$ cat src/zdss_pkg.sv
// Package for the ZNCC disparity seed search block.
// Holds the shared constants, default sizes, register indexes and types.
// No dependencies.
`timescale 1ns / 1ps

package zdss_pkg;

  // Default sizes for the top level parameters.
  localparam int MAX_WIDTH_DEF   = 1024;
  localparam int WINDOW_SIZE_DEF = 9;
  localparam int MAX_CAND_DEF    = 32;

  // Operand width of the shared multipliers and product width.
  localparam int MUL_W  = 32;
  localparam int PROD_W = 64;

  // Configuration port.
  localparam int CFG_IDX_W  = 2;
  localparam int CFG_DATA_W = 16;

  localparam logic [CFG_IDX_W-1:0] CFG_IMAGE_WIDTH   = 2'd0;
  localparam logic [CFG_IDX_W-1:0] CFG_NCC_THRESHOLD = 2'd1;
  localparam logic [CFG_IDX_W-1:0] CFG_DISP_MIN      = 2'd2;
  localparam logic [CFG_IDX_W-1:0] CFG_DISP_MAX      = 2'd3;

  // Register reset values.
  localparam logic [10:0]        IMAGE_WIDTH_RST   = 11'd640;
  localparam logic signed [15:0] NCC_THRESHOLD_RST = 16'sd15565;
  localparam logic signed [6:0]  DISP_MIN_RST      = -7'sd30;
  localparam logic signed [6:0]  DISP_MAX_RST      = -7'sd7;

  // Correlation result in Q2.14.
  typedef logic signed [15:0] ncc_t;
  localparam ncc_t NCC_MIN = -16'sd16384;
  localparam logic [14:0] NCC_ONE = 15'd16384;

  // Signed correlation numerator.
  typedef logic signed [MUL_W:0] corr_t;

endpackage

$ cat src/zdss_ncc.sv
// Serial NCC evaluator: rounds c / sqrt(a*b) to Q2.14 by a bisection search.
// Depends on zdss_pkg.
`timescale 1ns / 1ps

module zdss_ncc (
  input  logic                        clk,
  input  logic                        rst_n,
  input  logic                        start,
  input  logic [zdss_pkg::MUL_W-1:0]  a,
  input  logic [zdss_pkg::MUL_W-1:0]  b,
  input  zdss_pkg::corr_t             c,
  output logic                        done,
  output zdss_pkg::ncc_t              q
);

  typedef enum logic [2:0] {
    S_IDLE, S_AB, S_MAG, S_RHS, S_LOOP, S_T2, S_P0, S_P1
  } state_t;

  state_t                         state_r;
  logic [zdss_pkg::MUL_W-1:0]     a_r, b_r, mag_r;
  logic                           neg_r;
  logic [zdss_pkg::PROD_W-1:0]    prod_r, ab_r, p0_r;
  logic [zdss_pkg::PROD_W+29:0]   rhs_r;
  logic [29:0]                    t2_r;
  logic [14:0]                    lo_r, hi_r, mid_r;
  logic                           done_r;
  zdss_pkg::ncc_t                 q_r;

  logic [zdss_pkg::MUL_W-1:0]     mx, my;
  logic [15:0]                    mid_sum;
  logic [14:0]                    mid;
  logic [15:0]                    t_full;
  logic [zdss_pkg::PROD_W+31:0]   lhs;
  logic [zdss_pkg::MUL_W:0]       c_abs;

  always_comb begin
    mid_sum = 16'(lo_r) + 16'(hi_r) + 16'd1;
    mid     = mid_sum[15:1];
    t_full  = {mid, 1'b0} - 16'd1;
    lhs     = {prod_r, 32'd0} + {32'd0, p0_r};
    c_abs   = c[zdss_pkg::MUL_W] ? (zdss_pkg::MUL_W+1)'(-c) : (zdss_pkg::MUL_W+1)'(c);
    unique case (state_r)
      S_AB: begin
        mx = a_r;
        my = b_r;
      end
      S_MAG: begin
        mx = mag_r;
        my = mag_r;
      end
      S_LOOP: begin
        mx = {17'd0, t_full[14:0]};
        my = {17'd0, t_full[14:0]};
      end
      S_T2: begin
        mx = ab_r[31:0];
        my = prod_r[31:0];
      end
      S_P0: begin
        mx = ab_r[63:32];
        my = {2'd0, t2_r};
      end
      default: begin
        mx = '0;
        my = '0;
      end
    endcase
  end

  always_ff @(posedge clk) begin
    prod_r <= zdss_pkg::PROD_W'(mx) * zdss_pkg::PROD_W'(my);
  end

  // Done pulses for one cycle, either at once for a constant patch or when
  // the bisection has closed.
  always_ff @(posedge clk) begin
    if (!rst_n) begin
      done_r <= 1'b0;
    end else begin
      done_r <= (state_r == S_IDLE && start && (a == '0 || b == '0)) ||
                (state_r == S_LOOP && !(lo_r < hi_r));
    end
  end

  always_ff @(posedge clk) begin
    if (!rst_n) begin
      state_r <= S_IDLE;
    end else begin
      unique case (state_r)
        S_IDLE: begin
          if (start) begin
            a_r   <= a;
            b_r   <= b;
            neg_r <= c[zdss_pkg::MUL_W];
            mag_r <= c_abs[zdss_pkg::MUL_W-1:0];
            lo_r  <= '0;
            hi_r  <= zdss_pkg::NCC_ONE;
            if (a == '0 || b == '0) begin
              // A constant patch gives a correlation of zero.
              q_r <= '0;
            end else begin
              state_r <= S_AB;
            end
          end
        end
        S_AB: state_r <= S_MAG;
        S_MAG: begin
          ab_r    <= prod_r;
          state_r <= S_RHS;
        end
        S_RHS: begin
          rhs_r   <= {prod_r, 30'd0};
          state_r <= S_LOOP;
        end
        S_LOOP: begin
          if (lo_r < hi_r) begin
            mid_r   <= mid;
            state_r <= S_T2;
          end else begin
            q_r     <= neg_r ? -$signed({1'b0, lo_r}) : $signed({1'b0, lo_r});
            state_r <= S_IDLE;
          end
        end
        S_T2: begin
          t2_r    <= prod_r[29:0];
          state_r <= S_P0;
        end
        S_P0: begin
          p0_r    <= prod_r;
          state_r <= S_P1;
        end
        S_P1: begin
          // Keep mid when (2*mid-1)^2 * a*b does not exceed c^2 * 2^30.
          if (lhs <= {2'd0, rhs_r}) lo_r <= mid_r;
          else                      hi_r <= mid_r - 15'd1;
          state_r <= S_LOOP;
        end
        default: state_r <= S_IDLE;
      endcase
    end
  end

  assign done = done_r;
  assign q    = q_r;

endmodule

$ cat config.mk
export PLATFORM = sky130hd
export DESIGN_NAME = zdss_ncc
export DESIGN_NICKNAME = d
export VERILOG_FILES = /design/src/zdss_pkg.sv /design/src/zdss_ncc.sv
export SDC_FILE = /design/constraint.sdc
export NUM_CORES = 2
export LEC_CHECK = 0
export BUFFER_PORTS_ARGS = -buffer_cell sky130_fd_sc_hd__buf_2
export CAP_MARGIN = 20
export CORE_MARGIN = 5
export CORE_UTILIZATION = 45
export DETAILED_ROUTE_END_ITERATION = 10
export GPL_TIMING_DRIVEN = 0
export PLACE_DENSITY = 0.62
export SLEW_MARGIN = 10
export SYNTH_ARGS = -nofsm -noshare
export SYNTH_HDL_FRONTEND = slang
export SYNTH_SLANG_ARGS = --single-unit
$ cat constraint.sdc
create_clock -name clk -period 10.2 [get_ports clk]
set_input_delay 2.04 -clock clk [delete_from_list [all_inputs] [get_ports clk]]
set_output_delay 2.04 -clock clk [all_outputs]
set_load 0.005 [all_outputs]
==> out/results.md <==
| Group | Result | This run |
|---|---|---|
| logic synthesis | Number of warnings printed during yosys synthesis | 0 |
| timing | Highest Clock Rate | 92.63 MHz |
| critical path | Endpoint class of the critical path | flop |
| floorplan | Die area | 128600 sq um |
| grt | Maximum number of pins on one net before global-route repair | 57 |
| routing | Number of vias per cell | 5.777 |
| finish | Final Non-Filler Cells | 7639 |
| floorplan | Area of the placeable core | 121200 sq um |
| clock network | Clock sink total | 448 |
| grt | Congestion Overflow GR | 0 |
| critical path | Max FO, Critical Path | 10 |
| timing | Final setup margin | -0.5955 ns |
| finish | Finished Core Util | 51.47% |
| clock network | Number of CTS-inserted buffers | 42 |
| finish | Layout cells sized above 1 | 13.32% |
| routing | Wire length per cell | 29.49 um |
| placed design | Routability congestion estimate from global placement | 1.060 |
| timing | Final count of negative-setup-slack endpoints | 24 |
| logic synthesis | Sequential element share of the synthesized area | 23.35% |
| power and ir drop | Largest voltage drop on the vdd net | 314.0 uV |
| placed design | Input/output buffers | 116 |
| logic synthesis | Most frequent cells after synthesis | sky130_fd_sc_hd__inv_1 (1124), sky130_fd_sc_hd__fa_1 (898), sky130_fd_sc_hd__nand2_1 (743) |
| clock network | Maximum clock insertion buffer count | 3 |
| critical path | Required @ worst endpoint | 10.67 ns |
| finish | Total area of multi-input combinational cells | 38390 sq um |
| routing | Final ANT Viol Nets | 0 |
| routing | Total via count in the routed design | 44128 |
| timing | Worst max-slew margin expressed relative to the limit | 17.85% |
| logic synthesis | Number of flops mapped to enable cells by yosys | 380 |
| routing | Total length of routed wires | 225.2 mm |
| finish | Fillers | 11315 |
| floorplan | Die outline width | 358.6 um |
| routing | Iteration count of the initial detailed-routing pass | 6 |
| finish | NumNets Final | 7373 |
| routing | Remaining design rule violation count | 0 |
| placed design | Placed Cells | 7464 |
| timing | Hold Violations, Final | 0 |
| run status | Status | complete, but fails checks |
| floorplan | I/O Pins | 117 |
| worst hold path | Worst min path class | flop to flop |
| clock network | CTS tree | built |
| timing | Skew final | 0.03915 ns |
| critical path | Cell type of the slowest stage on the worst timing path | sky130_fd_sc_hd__clkbuf_1 |
| critical path | Worst reg-to-reg setup slack | -0.60 ns |
| grt | Total GRT Usage | 35.13% |
| timing | Final number of max-transition violations | 0 |
| finish | Area growth, synth to finish | 14.09% |
| timing | Setup repair after global routing missed its margin | true |
| logic synthesis | Flops & latches, synth | 448 |
| power and ir drop | Static Leak | 0.02853 uW |
| grt | Met2 capacity usage during global routing | 52.18% |
| logic synthesis | Synth area leaders | sky130_fd_sc_hd__fa_1 (33%), sky130_fd_sc_hd__edfxtp_1 (21%), sky130_fd_sc_hd__ha_1 (9.1%) |
| timing | Minimum clock period after layout | 10.80 ns |
| grt | Global routing met3 resource utilization | 10.19% |
| logic synthesis | Leading cell type by number of instances after synthesis | sky130_fd_sc_hd__inv_1 |
| placed design | Final HPWL DP | 184.7 mm |
| clock network | H-tree depth reported by CTS | 2 |
| logic synthesis | Post-synthesis average cell area | 9.655 sq um |
| clock network | CTS root buf | sky130_fd_sc_hd__clkbuf_16 |
| clock network | Insertion delay to the later sink of the worst-skew pair | 0.61 ns |
| timing | Worst-case hold slack | 0.5426 ns |
| critical path | Arrival time at the worst endpoint | 11.26 ns |
| logic synthesis | Share of the synthesized area in the top cell type | 32.87% |
| floorplan | Total number of placement rows | 128 |
| flow run | MaxCap Viol Count | 0 |
| critical path | Setup CP Type | flop to flop |
| clock network | Clock input transition at the sequential cells of the worst setup and hold paths | 0.08 ns |
| logic synthesis | Primary flip-flop cell chosen by synthesis mapping | sky130_fd_sc_hd__edfxtp_1 |
| finish | Register Area | 12770 sq um |
| logic synthesis | Gate count after technology mapping | 5665 |
| timing | Crit share post-route | 105.8% |
| floorplan | Initial Utilization | 45.11% |
| logic synthesis | Area leader, netlist | sky130_fd_sc_hd__fa_1 |
| clock network | Hold-fix buffers at CTS | 0 |
| timing | Total negative slack for setup checks | -8.449 ns |
| floorplan | Die Y-Extent | 358.6 um |
| logic synthesis | Count of cell types in the netlist | 91 |
| grt | Number of antenna violations at the first check in global routing | 13 |
| grt | Layer carrying the most global-route usage | met2 |
| power and ir drop | Cell Pwr Density | 297.5 nW/um^2 |
| critical path | Largest stage delay on the critical path | 0.81 ns |
| grt | Number of global-route vias before repair | 44372 |
| critical path | Most common cell on crit path | sky130_fd_sc_hd__fa_1 |
| critical path | Startpoint type of the worst setup path | flop |
| routing | Drt initial violations | 4734 |
| grt | Fraction of met1 tracks used by global routing | 47.25% |
| run status | Failing checks | negative setup slack |
| logic synthesis | FFs w/ async S/R, synth | 0% |
| logic synthesis | Net count of the mapped netlist | 7059 |
| logic synthesis | Post-synth design cell area | 54690 sq um |
| timing | Worst Tran Pin Value | 1.232 ns |
| grt | First-pass GRT wire length | 318.9 mm |
==> cell usage in the layout (no fill, tap or decap), types with 76 or more instances in the layout <==
cell,synthesis,final
sky130_fd_sc_hd__nand2_1,743,723
sky130_fd_sc_hd__clkbuf_1,199,85
sky130_fd_sc_hd__buf_2,16,131
sky130_fd_sc_hd__nor2_1,483,454
sky130_fd_sc_hd__a21oi_1,167,151
sky130_fd_sc_hd__ha_1,396,364
sky130_fd_sc_hd__a21o_1,76,76
sky130_fd_sc_hd__o21ai_0,97,80
sky130_fd_sc_hd__fa_1,898,866
sky130_fd_sc_hd__edfxtp_1,380,380
sky130_fd_sc_hd__inv_1,1124,1111
sky130_fd_sc_hd__xnor2_1,128,118
sky130_fd_sc_hd__buf_4,3,124
==> metal layers <==
layer  share of wire, %  routed length (um)
met1                 39               87500
met2                 42               95730
met3                 12               27170
met4                6.5               14700
met5              0.068                 154
==> area by class of cell <==
cell class,instances,share of cell area [%]
clock buffers,47,1.762
flip-flops and latches,448,20.47
multi-input cells,3855,61.52
plain buffers,213,1.961
clock inverters,30,0.4973
well taps,1625,3.258
diodes,2,0.008020
inverters,1124,6.765
repair buffers,295,3.759
==> final timing paths <==
path / from / endpoint / depth (start not counted)
worst min register to register: prod_r[63]$_DFF_P_ / rhs_r[93]$_DFFE_PP_ / 0
worst max-delay path: state_r[2]$_SDFFE_PN0P_ / prod_r[62]$_DFF_P_ / 31
worst max register to register: state_r[2]$_SDFFE_PN0P_ / prod_r[62]$_DFF_P_ / 31
worst min-delay path: prod_r[63]$_DFF_P_ / rhs_r[93]$_DFFE_PP_ / 0
==> metrics by stage <==
step | setup slack, ns | cell area, sq um | total power, uW
after CTS | -0.4123 | 61470 | 17670
after global routing | -0.6562 | 62400 | 19390
after detailed placement | -3.377 | 58050 | 14890
after floorplan | 0.02346 | 54690 | 9363
after global placement | -4.799 | 57310 | 14680
final | -0.5955 | 62400 | 18560
==> cell families after synthesis <==
| group | share of synthesized area, % |
|---|---|
| flops | 23.35 |
| fa+ha+maj | 41.93 |
| buf+inv | 9.418 |
| simple gates | 13.91 |
| mux | 0.5033 |
| xor+xnor | 3.116 |
| compound gates | 7.773 |
==> critical path: cells and delay by family (launching register included) <==
kind | cells | cell delay [ns]
compound gates | 7 | 1.86
flops | 1 | 0.39
xor+xnor | 1 | 0.15
fa+ha+maj | 9 | 4.28
buf+inv | 8 | 2.51
simple gates | 6 | 1.41
==> where the power goes <==
part,switching [uW],internal [uW]
Clock,758,890
Combinational,9400,4740
Sequential,414,2360
Total,10600,7990
==> state kept, by name (all words and copies together), names as in the netlist <==
| name | cells |
|---|---|
| a_r | 32 |
| mid_r | 15 |
| mag_r | 32 |
| p0_r | 64 |
| ab_r | 64 |
| rhs_r | 64 |
| t2_r | 30 |
| done | 1 |
| hi_r | 15 |
| prod_r | 64 |
| b_r | 32 |
| lo_r | 15 |
| q | 16 |
| neg_r | 1 |
| state_r | 3 |
==> timing repair <==
action | 4_1_cts | 5_1_grt
buffers inserted | 75 | 44
setup endpoints to repair | 53 | 36
pin swaps | 112 | 65
cloned | 1 | 0
resized for setup | 409 | 137
No activity file was read; power rests on OpenSTA's default activity.
